File: src/rtl/core/sgr_pkg.sv
package sgr_pkg;

   localparam int DATA_W = 32;
   localparam int CFG_W = 10;
   localparam int FIFO_DEPTH = 3;
   localparam int FIFO_PTR_W = 2;

   typedef logic [DATA_W-1:0] sample_type;
   typedef logic [CFG_W-1:0] cfg_word_type;

   typedef enum logic {
      REG_GRAIN_COUNT = 1'b0,
      REG_ROTATION    = 1'b1
   } reg_index_type;

   typedef enum logic [2:0] {
      CFG_IDLE = 3'b001,
      CFG_DIV  = 3'b010,
      CFG_MUL  = 3'b100
   } cfg_state_type;

   typedef struct packed {
      logic busy;
      logic regrain;
   } cfg_stat_type;

endpackage

File: src/rtl/core/sgr_cfg.sv
module sgr_cfg
   import sgr_pkg::*;
#(
   parameter int BLOCK_BINS = 512
) (
   input  logic                                 clock,
   input  logic                                 reset,
   input  logic                                 csr_valid,
   output logic                                 csr_ready,
   input  reg_index_type                        csr_addr,
   input  cfg_word_type                         csr_wdata,
   output logic [$clog2(BLOCK_BINS + 1)-1:0]    grain_size,
   output logic [$clog2(BLOCK_BINS + 1)-1:0]    last_base,
   output cfg_word_type                         rotation,
   output cfg_stat_type                         stat
);

   localparam int BW = $clog2(BLOCK_BINS + 1);
   localparam int RW = ((BW > CFG_W) ? BW : CFG_W) + 1;
   localparam int CW = $clog2(BW + 1);
   localparam int PW = BW + CFG_W;
   localparam logic [BW-1:0] BINS = BW'(BLOCK_BINS);

   cfg_state_type  state_ff, state_in;
   logic [RW-1:0]  rem_ff, rem_in;
   logic [BW-1:0]  quot_ff, quot_in;
   logic [BW-1:0]  dvd_ff, dvd_in;
   logic [CW-1:0]  cnt_ff, cnt_in;
   cfg_word_type   gc_ff, gc_in;
   logic [BW-1:0]  gs_ff, gs_in;
   logic [BW-1:0]  lb_ff, lb_in;
   cfg_word_type   rot_ff, rot_in;
   logic           regrain_ff, regrain_in;

   logic [RW-1:0]  rem_shift;
   logic           rem_ge;
   logic [PW-1:0]  product;
   logic           csr_write;
   int             rot_value;

   assign csr_ready = (state_ff == CFG_IDLE);
   assign csr_write = csr_valid && csr_ready;
   assign rem_shift = {rem_ff[RW-2:0], dvd_ff[BW-1]};
   assign rem_ge    = (rem_shift >= RW'(gc_ff));
   assign product   = PW'(quot_ff) * PW'(gc_ff - CFG_W'(1));
   assign rot_value = int'($signed(csr_wdata));

   always_comb begin
      state_in   = state_ff;
      rem_in     = rem_ff;
      quot_in    = quot_ff;
      dvd_in     = dvd_ff;
      cnt_in     = cnt_ff;
      gc_in      = gc_ff;
      gs_in      = gs_ff;
      lb_in      = lb_ff;
      rot_in     = rot_ff;
      regrain_in = 1'b0;
      unique case (state_ff)
         CFG_IDLE: begin
            if (csr_write) begin
               unique case (csr_addr)
                  REG_GRAIN_COUNT: begin
                     if (csr_wdata != '0) begin
                        gc_in    = csr_wdata;
                        rem_in   = '0;
                        quot_in  = '0;
                        dvd_in   = BINS;
                        cnt_in   = CW'(BW);
                        state_in = CFG_DIV;
                     end
                  end
                  REG_ROTATION: begin
                     if (rot_value < BLOCK_BINS && rot_value > -BLOCK_BINS) begin
                        rot_in = csr_wdata;
                     end
                  end
                  default: begin
                  end
               endcase
            end
         end
         CFG_DIV: begin
            rem_in  = rem_ge ? (rem_shift - RW'(gc_ff)) : rem_shift;
            quot_in = {quot_ff[BW-2:0], rem_ge};
            dvd_in  = {dvd_ff[BW-2:0], 1'b0};
            cnt_in  = cnt_ff - CW'(1);
            if (cnt_ff == CW'(1)) begin
               state_in = CFG_MUL;
            end
         end
         CFG_MUL: begin
            gs_in      = quot_ff;
            lb_in      = product[BW-1:0];
            regrain_in = 1'b1;
            state_in   = CFG_IDLE;
         end
         default: begin
            state_in = CFG_IDLE;
         end
      endcase
   end

   always_ff @(posedge clock) begin
      if (reset) begin
         state_ff   <= CFG_IDLE;
         gc_ff      <= CFG_W'(1);
         gs_ff      <= BINS;
         lb_ff      <= '0;
         rot_ff     <= '0;
         regrain_ff <= 1'b0;
         cnt_ff     <= '0;
      end else begin
         state_ff   <= state_in;
         gc_ff      <= gc_in;
         gs_ff      <= gs_in;
         lb_ff      <= lb_in;
         rot_ff     <= rot_in;
         regrain_ff <= regrain_in;
         cnt_ff     <= cnt_in;
      end
   end

   always_ff @(posedge clock) begin
      rem_ff  <= rem_in;
      quot_ff <= quot_in;
      dvd_ff  <= dvd_in;
   end

   assign grain_size   = gs_ff;
   assign last_base    = lb_ff;
   assign rotation     = rot_ff;
   assign stat.busy    = (state_ff != CFG_IDLE);
   assign stat.regrain = regrain_ff;

endmodule

File: config.mk
export PLATFORM = sky130hd
export DESIGN_NAME = sgr_cfg
export DESIGN_NICKNAME = d
export VERILOG_FILES = /design/src/rtl/core/sgr_pkg.sv /design/src/rtl/core/sgr_cfg.sv
export SDC_FILE = /design/constraint.sdc
export NUM_CORES = 1
export LEC_CHECK = 0
export ABC_AREA = 1
export BUFFER_PORTS_ARGS = -buffer_cell sky130_fd_sc_hd__buf_2
export CAP_MARGIN = 30
export CELL_PAD_IN_SITES_DETAIL_PLACEMENT = 0
export CELL_PAD_IN_SITES_GLOBAL_PLACEMENT = 1
export CORE_ASPECT_RATIO = 0.75
export CORE_MARGIN = 2
export CORE_UTILIZATION = 40
export CTS_CLUSTER_SIZE = 20
export DETAILED_ROUTE_END_ITERATION = 10
export PLACE_DENSITY = 0.78
export SETUP_SLACK_MARGIN = 0.1
export SLEW_MARGIN = 20
export SYNTH_ARGS = -nofsm -noshare
export SYNTH_HDL_FRONTEND = slang
export SYNTH_SLANG_ARGS = --single-unit
File: constraint.sdc
create_clock -name clock -period 5.8 [get_ports clock]
set_input_delay 1.16 -clock clock [delete_from_list [all_inputs] [get_ports clock]]
set_output_delay 1.16 -clock clock [all_outputs]
set_load 0.02 [all_outputs]
* After elaboration in Yosys (flattened, before gate mapping) *
Index checks and enable logic that the tools add are counted.

storage, ports and cells
  output and inout port bits = 33
  flip-flop bits (word level) = 78
  logic and storage cells = 58
  input bits = 14

cells by class
  multiplexer cells = 23
  multipliers = 1
  reductions and logical operators = 8
  magnitude comparators = 3
  add/sub/neg operators = 3
  bitwise operators = 1
  equality and inequality tests = 9

operators by type and width
  kind                     count
  $mux W10                 10
  $pmux W10 S2             3
  $reduce_and A4 Y1        4
  $mux W3                  4
  $mux W4                  3
  $ge A11 B10 Y1           1
  $lt A10 B11 Y1 const B   1
  $mul A11 B11 Y10         1
  $sub A10 B1 Y11 const B  1
  $gt A10 B10 Y1 const B   1
  $reduce_bool A10 Y1      1
  $sub A10 B10 Y10         1
  $pmux W4 S2              1
  $pmux W3 S2              1
  $eq A4 B1 Y1 const B     1
  $ne A2 B1 Y1 const B     2
  $ne A2 B2 Y1 const B     2
  $sub A4 B1 Y4 const B    1
  $eq A3 B1 Y1 const B     1
  $eq A3 B2 Y1 const B     1
  $eq A3 B3 Y1 const B     1
  $ne A3 B1 Y1 const B     1
  $logic_and A1 B1 Y1      2
  $reduce_bool A2 Y1       1
  2 further kinds          2

* Logic depth before layout (Yosys ltp) *
Gate-level depths: netlist of the first run.

  depth in word-level cells = 5
  depth in mapped cells = 35
  depth with buffers taken out = 34

* Worst setup path after synthesis of the first run *
Ideal clock, no wire load.

  kind = register to register
  start point = register gc_ff[0]
  end point = register lb_ff[9] (netlist: last_base[9])
  data required time = 5.678 ns
  cell stages (with the launch flop) = 34
  period minus slack after synthesis = 5.219 ns
  slack = 0.581 ns
  library setup time = 0.122 ns
  data arrival time = 5.098 ns
  buffers on the path = 1
  cells stage by stage = dfxtp_1 > buf_6 > inv_6 > ha_1 > inv_1 > nand2_1 > nand2_4 > nand2_1 > fa_1 > inv_1 > fa_1 > inv_1 > fa_1 > inv_1 > fa_1 > inv_1 > fa_1 > inv_1 > ha_1 > nand2_1 > nor2_1 > nand2_1 > nand3_1 > inv_1 > nand2_1 > nand2_2 > nor2_1 > nor2_4 > nand2_2 > inv_1 > nor2_1 > nand2_1 > nand2_1 > a21oi_2

between the ends
  longest elaborated chain between the ends = 2

RTL lines
  element                 line            RTL
  start, declared         sgr_cfg.sv:29   cfg_word_type gc_ff, gc_in;
  start signal, assigned  sgr_cfg.sv:115  gc_ff <= gc_in;
  $sub A10 B1 Y11         sgr_cfg.sv:45   assign product = PW'(quot_ff) * PW'(gc_ff - CFG_W'(1));
  $mul A11 B11 Y10        sgr_cfg.sv:45
  end signal, assigned    sgr_cfg.sv:117  lb_ff <= lb_in;
  end, declared           sgr_cfg.sv:31   logic [BW-1:0] lb_ff, lb_in;

Every way passes these cells.
A chain may end at the register's enable or synchronous reset.

* Worst setup path in the final report of the first run *
  start point = register gc_ff[1]
  end point = register lb_ff[9] (netlist: last_base[9])

Same word-level chain as after synthesis.

==> impl_metrics.env, run 1 <==
export IMPL_status="finished, final reports clean"
export IMPL_relSlewSlack_pct=51.0
export IMPL_clockBufferDepth=2
export IMPL_coreArea_mm2=0.0122
export IMPL_setup_slack_ns=0.584
export IMPL_die_y_um=100
export IMPL_synth_seq_cells=69
export IMPL_synth_mux_area_share_pct=0
export IMPL_fp_dieW_um=133
export IMPL_placed_area_mm2=0.00534
export IMPL_ys_async_sr_fraction_pct=0
export IMPL_die_area_mm2=0.0133
export IMPL_synthCells=647
export IMPL_critPathTopFamily="adder cells"
export IMPL_synthAdderAreaFrac_pct=20.1
export IMPL_grt_use_total_pct=19.1
export IMPL_layout_min_cycle_time_ns=5.22
export IMPL_crit_path_top_delay_cell="fa_1"
export IMPL_place_gp_congestion=0.927
export IMPL_insertion_delay_ns=0.33
export IMPL_syn_nets=727
export IMPL_tns_ns=0
export IMPL_dpl_cell_count=844
export IMPL_htreeDepth=3
export IMPL_cp_depth=32
export IMPL_fin_area_mm2=0.00568
export IMPL_cts_tree="done"
export IMPL_vias_per_cell=4.94
export IMPL_power_density_mw_per_mm2=551
export IMPL_critPathBufInv=9
export IMPL_reg2reg_from="gc_ff[1]$_SDFFE_PP0P_"
export IMPL_cp_arrival_ns=5.44
export IMPL_path_clk_slew_ns=0.07
export IMPL_synth_edf_count=21
export IMPL_cts_root_buf="clkbuf_16"
export IMPL_peakVddDrop_mv=0.232
export IMPL_cts_sinks=69
export IMPL_rsz0062_at_grt="no"
export IMPL_avgSynthCellArea_um2=7.67
export IMPL_synth_simple_area_share_pct=22.1
export IMPL_antenna_found_initial=0
export IMPL_drive_gt1_share_pct=14.2
export IMPL_syn_area_mm2=0.00496
export IMPL_drt_iter0_drc=257
export IMPL_slowest_delay_ns=0.53
export IMPL_vias=4250
export IMPL_drt_wirelength_per_cell_um=14.2
export IMPL_cts_buffers=9
export IMPL_grt_pass1_wl_um=20100
export IMPL_overflow=0
export IMPL_rr_worst_depth=32
export IMPL_cp_start_kind="flip-flop"
export IMPL_grt_max_degree=39
export IMPL_ant_nets=0
export IMPL_pre_cts_ws_ns=0.318
export IMPL_setup_viol=0
export IMPL_grt_pass1_vias=4000
export IMPL_fin_cells=861
export IMPL_io_buffers=46
export IMPL_drc=0
export IMPL_critical_path_class="flip-flop to flip-flop"
export IMPL_diodes=0
export IMPL_finalHoldViolations=0
export IMPL_drt_total_wl_um=12200
export IMPL_post_cts_buffers=0
export IMPL_yosysUniqueCellTypes=40
export IMPL_maxCapViolCount=0
export IMPL_first_pass_iters=5
export IMPL_synth_xor_area_share_pct=2.82
export IMPL_cp_end_kind="flip-flop"
export IMPL_area_growth_pct=14.4
export IMPL_worst_pin_slew_ns=0.733
export IMPL_synth_top_family_by_area="simple AND/OR/NAND/NOR gates"
export IMPL_crit_fanout=9
export IMPL_synth_ff_type="dfxtp_1"
export IMPL_initial_core_util_pct=40.8
export IMPL_hpwl_um=9520
export IMPL_cp_required_ns=6.02
export IMPL_finalNetCount=770
export IMPL_hold_class="flip-flop to flip-flop"
export IMPL_cts_hold_fix_buffers=0
export IMPL_row_count=35
export IMPL_n_fill_cell=1257
export IMPL_synth_compound_area_share_pct=12.3
export IMPL_yosysSeqAreaShare_pct=32.1
export IMPL_fin_crit_sh_pct=89.9
export IMPL_ys_warn_count=0
export IMPL_timing_fmax_mhz=192
export IMPL_hold_depth=2
export IMPL_drv_slew=0
export IMPL_ios=47
export IMPL_skew_ns=0.0177
export IMPL_min_from="grain_size[0]$_SDFFE_PP0P_"
export IMPL_leakage_nw=2.82
export IMPL_final_util_pct=46.6
export IMPL_critPathLaunch="gc_ff[1]$_SDFFE_PP0P_"
-- where the power goes --
group | internal [mW] | switching (mW)
combinational | 0.685 | 1.23
clock | 0.303 | 0.220
sequential | 0.598 | 0.0886
total | 1.59 | 1.54
-- flip-flops by register name, indices dropped and copies added, names as in the netlist --
signal and flops:
cnt_ff 4, dvd_ff 1, gc_ff 10, grain_size 10, last_base 10, quot_ff 10, regrain_ff 1, rem_ff 10
rotation 10, state_ff 3
-- stage by stage --
| stage | hold slack [ns] | power (mW) |
|---|---|---|
| 4_1_cts | 0.472 | 3.07 |
| 3_3_place_gp | 0.447 | 2.50 |
| 5_1_grt | 0.501 | 3.49 |
| 3_5_place_dp | 0.461 | 2.53 |
| 6_report | 0.469 | 3.13 |
| 2_1_floorplan | 0.466 | 2.10 |
-- repair_timing --
action / CTS / global route
hold endpoints to repair: 0 / 0
resized for setup: 0 / 7
endpoints found under the setup margin: 0 / 1
-- worst reg2reg max path: cells and delay by family (launching register included) --
kind                       cells  cell delay, ns
AOI/OAI and AO/OA              1            0.05
buffers and inverters          9            0.52
adders and majority gates      7            3.01
DFF                            1            0.37
and+or+nand+nor               15            1.15
-- layout by cell type, fill, tap and decap left out, types with 3 or more instances in the layout --
cell        netlist  routed
inv_1           113     112
nand2_1         101     101
nor2_1           79      78
o21ai_0          55      55
dfxtp_1          48      46
buf_2             2      46
a21oi_1          44      44
ha_1             43      41
nand3_1          30      30
fa_1             23      23
edfxtp_1         21      21
nand4_1          10      10
nand2_2          10      10
xor2_1           10      10
clkbuf_16         0       9
xnor2_1           6       6
nor2_2            3       4
nor3_1            5       4
a31oi_1           3       3
o211ai_1          3       3
inv_2             2       3
nor2_4            3       3
inv_6             1       3
clkinvlp_4        0       3
-- cell type report --
type                       count  area (um^2)  share of cell area [%]
multi-input combinational    444         2870                    50.6
sequential                    69         1590                    28.1
inverter                     117          444                    7.82
timing repair buffer          49          273                    4.80
clock buffer                  10          239                    4.21
tap                          166          208                    3.66
clock inverter                 6         45.0                   0.793
-- final timing paths --
path / slack, ns / endpoint
min: 0.47 / grain_size[0]$_SDFFE_PP0P_
max: 0.58 / last_base[9]$_SDFFE_PP0P_
max reg2reg: 0.58 / last_base[9]$_SDFFE_PP0P_
min reg2reg: 0.47 / grain_size[0]$_SDFFE_PP0P_
-- cell families after synthesis --
logic type,after synthesis
xor gates and xnor gates,16
DFF,69
and+or+nand+nor,248
adders and majority gates,66
buffers and inverters,134
AOI/OAI and AO/OA,114
-- synth_stat cells (2+ instances only) --
| library cell | instances | share of area [%] |
|---|---|---|
| a211oi_1 | 2 | 0.30 |
| a21oi_1 | 44 | 4.4 |
| a31oi_1 | 3 | 0.38 |
| buf_2 | 2 | 0.20 |
| buf_4 | 3 | 0.45 |
| clkbuf_1 | 10 | 0.76 |
| dfxtp_1 | 48 | 19 |
| edfxtp_1 | 21 | 13 |
| fa_1 | 23 | 9.3 |
| ha_1 | 43 | 11 |
| inv_1 | 113 | 8.5 |
| inv_2 | 2 | 0.15 |
| nand2_1 | 101 | 7.6 |
| nand2_2 | 10 | 1.3 |
| nand3_1 | 30 | 3.0 |
| nand3_2 | 2 | 0.40 |
| nand4_1 | 10 | 1.3 |
| nor2_1 | 79 | 6.0 |
| nor2_2 | 3 | 0.38 |
| nor2_4 | 3 | 0.68 |
| nor3_1 | 5 | 0.50 |
| o211ai_1 | 3 | 0.45 |
| o21ai_0 | 55 | 5.5 |
| o21ai_2 | 2 | 0.35 |
| xnor2_1 | 6 | 1.1 |
| xor2_1 | 10 | 1.8 |
-- metal layers --
metal	routed length (um)	global-route usage, %	vias up
met4	62	3.97	0
met3	518	2.71	7
met2	4970	28.3	95
li1	-	-	2161
met5	0	0	-
met1	6660	29.5	1987
(Power assumes the default switching activity.)
==> run 2, diff against run 1 <==
--- a/config.mk
+++ b/config.mk
@@ -5,7 +5,6 @@
 export SDC_FILE = /design/constraint.sdc
 export NUM_CORES = 1
 export LEC_CHECK = 0
-export ABC_AREA = 1
 export BUFFER_PORTS_ARGS = -buffer_cell sky130_fd_sc_hd__buf_2
 export CAP_MARGIN = 30
 export CELL_PAD_IN_SITES_DETAIL_PLACEMENT = 0
@@ -15,7 +14,7 @@
 export CORE_UTILIZATION = 40
 export CTS_CLUSTER_SIZE = 20
 export DETAILED_ROUTE_END_ITERATION = 10
-export PLACE_DENSITY = 0.78
+export PLACE_DENSITY = 0.81
 export SETUP_SLACK_MARGIN = 0.1
 export SLEW_MARGIN = 20
 export SYNTH_ARGS = -nofsm -noshare
==> impl_metrics.env, run 2 <==
export IMPL_status="finished, final reports clean"
export IMPL_fp_dieW_um=131
export IMPL_n_fill_cell=1088
export IMPL_area_growth_pct=18.2
export IMPL_setup_slack_ns=0.317
export IMPL_skew_ns=0.00805
export IMPL_overflow=0
export IMPL_ys_warn_count=0
export IMPL_drt_iter0_drc=155
export IMPL_io_buffers=46
export IMPL_cts_sinks=69
export IMPL_cts_root_buf="clkbuf_16"
export IMPL_cp_end_kind="flip-flop"
export IMPL_pre_cts_ws_ns=0.0703
export IMPL_layout_common_cells="nand2_1, inv_1, buf_2"
export IMPL_timing_fmax_mhz=182
export IMPL_cp_required_ns=5.98
export IMPL_synthCells=533
export IMPL_grt_pass1_wl_um=18700
export IMPL_drv_slew=0
export IMPL_layout_min_cycle_time_ns=5.48
export IMPL_drt_total_wl_um=11300
export IMPL_busiest_layer="met2"
export IMPL_grtUsageMet1_pct=26.9
export IMPL_drc=0
export IMPL_synth_seq_cells=69
export IMPL_vias=3798
export IMPL_synth_common_cells="nand2_1, inv_1, dfxtp_1"
export IMPL_htreeDepth=3
export IMPL_maxCapViolCount=0
export IMPL_power_density_mw_per_mm2=317
export IMPL_critical_path_class="flip-flop to flip-flop"
export IMPL_final_util_pct=48.9
export IMPL_worst_pin_slew_ns=0.840
export IMPL_leakage_nw=2.69
export IMPL_ant_nets=0
export IMPL_dpl_cell_count=720
export IMPL_diodes=0
export IMPL_insertion_delay_ns=0.33
export IMPL_ys_async_sr_fraction_pct=0
export IMPL_setup_viol=0
export IMPL_relSlewSlack_pct=44.0
export IMPL_use_met2_pct=28.1
export IMPL_synth_largest_area_cell="dfxtp_1"
export IMPL_grtUsageMet3_pct=2.53
export IMPL_grt_max_degree=47
export IMPL_antenna_found_initial=0
export IMPL_initial_core_util_pct=41.4
export IMPL_whs_ns=0.456
export IMPL_layout_commonest_cell="nand2_1"
export IMPL_tns_ns=0
export IMPL_fin_cells=746
export IMPL_peakVddDrop_mv=0.193
export IMPL_yosysSeqAreaShare_pct=32.9
export IMPL_row_count=34
export IMPL_die_y_um=99.3
export IMPL_hpwl_um=8600
export IMPL_synth_ff_type="dfxtp_1"
export IMPL_die_area_mm2=0.0130
export IMPL_fin_crit_sh_pct=94.5
export IMPL_avgSynthCellArea_um2=9.09
export IMPL_rsz0062_at_grt="no"
export IMPL_crit_fanout=5
export IMPL_syn_nets=613
export IMPL_first_pass_iters=4
export IMPL_synth_most_common_cell="nand2_1"
export IMPL_cp_arrival_ns=5.66
export IMPL_grt_pass1_vias=3726
export IMPL_hold_class="flip-flop to flip-flop"
export IMPL_drt_wirelength_per_cell_um=15.1
export IMPL_place_gp_congestion=0.878
export IMPL_clockBufferDepth=2
export IMPL_cp_start_kind="flip-flop"
export IMPL_ios=47
export IMPL_finalNetCount=659
export IMPL_synth_area_top_cells="dfxtp_1, edfxtp_1, ha_1"
export IMPL_vias_per_cell=5.09
export IMPL_grt_use_total_pct=18.3
export IMPL_synth_edf_count=21
export IMPL_cts_buffers=9
export IMPL_yosysUniqueCellTypes=52
export IMPL_yosysTopAreaCellShare_pct=19.8
export IMPL_coreArea_mm2=0.0117
export IMPL_cts_tree="done"
export IMPL_path_clk_slew_ns=0.06
export IMPL_syn_area_mm2=0.00484
export IMPL_drive_gt1_share_pct=17.3
export IMPL_finalHoldViolations=0
-- run 2: cell families (layout without fill, tap and decap cells) --
| group | after synthesis | after routing | synth area share [%] |
|---|---|---|---|
| DFF | 69 | 69 | 32.9 |
| AOI/OAI and AO/OA | 73 | 73 | 9.07 |
| muxes | 25 | 25 | 5.19 |
| and+or+nand+nor | 186 | 186 | 18.4 |
| buffers and inverters | 82 | 133 | 6.53 |
| xor gates and xnor gates | 32 | 32 | 7.39 |
| adders and majority gates | 66 | 66 | 20.6 |
-- run 2: power by group --
| group | internal, mW | total, mW | switching [mW] |
|---|---|---|---|
| Sequential | 0.534 | 0.577 | 0.0429 |
| Clock | 0.380 | 0.594 | 0.214 |
| Combinational | 0.298 | 0.644 | 0.346 |
-- run 2: metal layers --
metal	up-vias	part of all wire (%)
met4	0	1.3
met1	1833	51
met5	-	0
met3	13	3.9
li1	1858	-
met2	94	43
-- run 2: worst max-delay path, stage by stage, from the launching register on --
cell     delay, ns
dfxtp_4       0.37
inv_2         0.10
ha_4          0.16
xor2_1        0.17
buf_4         0.14
nand2_1       0.07
fa_1          0.52
inv_1         0.06
fa_1          0.52
inv_1         0.06
fa_1          0.48
inv_1         0.05
fa_1          0.53
inv_1         0.05
fa_1          0.45
xnor2_2       0.16
xnor2_1       0.21
xnor2_1       0.16
xnor2_1       0.15
xnor3_1       0.44
xnor3_1       0.34
nand2_1       0.07
a21oi_1       0.07
-- run 2: worst paths after layout --
kind                             start                        end  slack (ns)  cells past startpoint
max              gc_ff[1]$_SDFFE_PP0P_  last_base[9]$_SDFFE_PP0P_        0.32                     22
min          last_base[3]$_SDFFE_PP0P_  last_base[3]$_SDFFE_PP0P_        0.46                      2
max reg2reg      gc_ff[1]$_SDFFE_PP0P_  last_base[9]$_SDFFE_PP0P_        0.32                     22
min reg2reg  last_base[3]$_SDFFE_PP0P_  last_base[3]$_SDFFE_PP0P_        0.46                      2
-- run 2: cell type report --
class / instances / area (um^2) / share of cell area (%)
flip-flops and latches: 69 / 1600 / 28.0
clock buffers: 10 / 229 / 4.00
clock inverters: 6 / 95.1 / 1.66
multi-input cells: 382 / 3040 / 53.1
repair buffers: 60 / 343 / 5.99
well taps: 162 / 203 / 3.54
inverters: 57 / 214 / 3.74
-- run 2: what timing repair did --
action	in CTS	in global routing
buffers inserted	0	8
hold buffers	0	0
resized for setup	1	23
pin swaps	0	8
endpoints found under the setup margin	1	1
-- run 2: through the flow --
| stage | area (um^2) | power [mW] |
|---|---|---|
| floorplan | 4840 | 1.04 |
| global placement | 5200 | 1.17 |
| detailed placement | 5200 | 1.19 |
| CTS | 5540 | 1.79 |
| global route | 5720 | 1.93 |
| finish | 5720 | 1.81 |
==> run 3, diff against run 2 <==
--- a/config.mk
+++ b/config.mk
@@ -12,10 +12,12 @@
 export CORE_ASPECT_RATIO = 0.75
 export CORE_MARGIN = 2
 export CORE_UTILIZATION = 40
+export CTS_BUF_LIST = sky130_fd_sc_hd__clkbuf_4 sky130_fd_sc_hd__clkbuf_8
 export CTS_CLUSTER_SIZE = 20
 export DETAILED_ROUTE_END_ITERATION = 10
-export PLACE_DENSITY = 0.81
+export PLACE_DENSITY = 0.79
 export SETUP_SLACK_MARGIN = 0.1
+export SKIP_CTS_REPAIR_TIMING = 1
 export SLEW_MARGIN = 20
 export SYNTH_ARGS = -nofsm -noshare
 export SYNTH_HDL_FRONTEND = slang
==> impl_metrics.env, run 3 (synthesized netlist as in run 2, its figures left out) <==
export IMPL_status="finished, final reports clean"
export IMPL_skew_ns=0.00891
export IMPL_cp_end_kind="flip-flop"
export IMPL_topRoutingLayerUsed="met4"
export IMPL_layout_commonest_cell="nand2_1"
export IMPL_hpwl_um=8440
export IMPL_path_cells="inv_2, ha_4, xor2_1, buf_4, nand2_1, fa_1, inv_1, fa_1, inv_1, fa_1, inv_1, fa_1, inv_1, fa_1, inv_1, ha_1, a21oi_1, xnor3_1, xnor3_1, nand2_1, a21oi_1"
export IMPL_r2r_slack_ns=0.42
export IMPL_grt_max_degree=47
export IMPL_finalHoldViolations=0
export IMPL_wl_met1_um=5720
export IMPL_layout_common_cells="nand2_1, inv_1, buf_2"
export IMPL_finalNetCount=655
export IMPL_rr_worst_depth=21
export IMPL_hold_class="flip-flop to flip-flop"
export IMPL_cp_arrival_ns=5.57
export IMPL_setup_slack_ns=0.421
export IMPL_grt_use_total_pct=18.4
export IMPL_n_fill_cell=1126
export IMPL_grt_pass1_wl_um=18800
export IMPL_cts_sinks=69
export IMPL_ant_nets=0
export IMPL_die_y_um=99.3
export IMPL_antenna_found_initial=0
export IMPL_fin_crit_sh_pct=92.7
export IMPL_min_to="last_base[6]$_SDFFE_PP0P_"
export IMPL_reg2reg_from="gc_ff[1]$_SDFFE_PP0P_"
export IMPL_area_growth_pct=13.7
export IMPL_critical_path_class="flip-flop to flip-flop"
export IMPL_slowest_delay_ns=0.54
export IMPL_ios=47
export IMPL_overflow=0
export IMPL_cp_start_kind="flip-flop"
export IMPL_tns_ns=0
export IMPL_dr_wl_met3_um=592
export IMPL_drt_total_wl_um=11000
export IMPL_layout_min_cycle_time_ns=5.38
export IMPL_initial_core_util_pct=41.4
export IMPL_crit_path_top_delay_cell="fa_1"
export IMPL_multi_input_area_mm2=0.00301
export IMPL_relSlewSlack_pct=45.2
export IMPL_power_density_mw_per_mm2=282
export IMPL_peakVddDrop_mv=0.142
export IMPL_first_pass_iters=4
export IMPL_drc=0
export IMPL_die_area_mm2=0.0130
export IMPL_crit_fanout=8
export IMPL_vias_per_cell=4.99
export IMPL_worst_pin_slew_ns=0.822
export IMPL_drt_iter0_drc=221
export IMPL_hold_depth=2
export IMPL_setup_viol=0
export IMPL_drive_gt1_share_pct=16.2
export IMPL_rsz0062_at_grt="no"
export IMPL_fp_dieW_um=131
export IMPL_min_from="last_base[6]$_SDFFE_PP0P_"
export IMPL_clockBufferDepth=2
export IMPL_critPathBufInv=7
export IMPL_diodes=0
export IMPL_r2r_end="last_base[9]$_SDFFE_PP0P_"
export IMPL_maxCapViolCount=0
export IMPL_grt_pass1_vias=3712
export IMPL_timing_fmax_mhz=186
export IMPL_leakage_nw=2.58
export IMPL_cts_buffers=9
export IMPL_critPathLaunch="gc_ff[1]$_SDFFE_PP0P_"
export IMPL_row_count=34
export IMPL_io_buffers=46
export IMPL_htreeDepth=3
export IMPL_coreArea_mm2=0.0117
export IMPL_cts_tree="done"
export IMPL_drt_wirelength_per_cell_um=14.8
export IMPL_insertion_delay_ns=0.34
export IMPL_pre_cts_ws_ns=0.229
export IMPL_place_gp_congestion=0.896
export IMPL_cp_required_ns=5.99
export IMPL_regArea_mm2=0.00160
export IMPL_drv_slew=0
export IMPL_critPathTopFamily="adder cells"
export IMPL_cts_root_buf="clkbuf_8"
export IMPL_vias=3700
export IMPL_path_clk_slew_ns=0.08
export IMPL_dr_wl_met2_um=4630
-- run 3: per-stage QoR --
step / power (mW) / hold slack, ns / instances / area [um^2] / utilization [%]
after global placement: 1.17 / 0.443 / 722 / 5220 / 44.6
after global routing: 1.68 / 0.475 / 742 / 5510 / 47.1
after floorplan: 1.04 / 0.451 / 533 / 4840 / -
after detailed placement: 1.18 / 0.446 / 722 / 5220 / 44.6
after CTS: 1.54 / 0.458 / 738 / 5400 / 46.1
final: 1.55 / 0.458 / 742 / 5510 / 47.1
-- run 3: power by group --
group | internal (mW) | switching, mW
Combinational | 0.281 | 0.335
Sequential | 0.533 | 0.0404
Clock | 0.163 | 0.199
Total | 0.977 | 0.575
-- run 3: layout make-up --
cell class              instances  area share (%)
flip-flops and latches         69            29.0
clock inverters                 6           0.840
clock buffers                  10            2.38
multi-input cells             382            54.6
inverters                      57            3.88
well taps                     162            3.68
repair buffers                 56            5.63
-- run 3: how the worst max path moves through the flow --
| stage | depth (start not counted) | to | slack, ns |
|---|---|---|---|
| 2_1_floorplan | 21 | last_base[9]$_SDFFE_PP0P_ | 0.30 |
| 3_3_place_gp | 22 | last_base[9]$_SDFFE_PP0P_ | 0.32 |
| 3_5_place_dp | 21 | last_base[9]$_SDFFE_PP0P_ | 0.23 |
| 4_1_cts | 21 | last_base[9]$_SDFFE_PP0P_ | 0.20 |
| 5_1_grt | 21 | last_base[9]$_SDFFE_PP0P_ | 0.10 |
| 6_report | 21 | last_base[9]$_SDFFE_PP0P_ | 0.42 |
-- run 3: tightest hold or removal path, stage by stage, from the launching register on --
cell and delay (ns):
dfxtp_1 0.31, nand2_1 0.05, a21oi_1 0.05
-- run 3: per-layer routing --
| metal | GRT usage [%] | vias to the layer above |
|---|---|---|
| met4 | 3.44 | 0 |
| met3 | 3.55 | 6 |
| li1 | - | 1853 |
| met5 | 0 | - |
| met1 | 28.8 | 1748 |
| met2 | 26.4 | 93 |
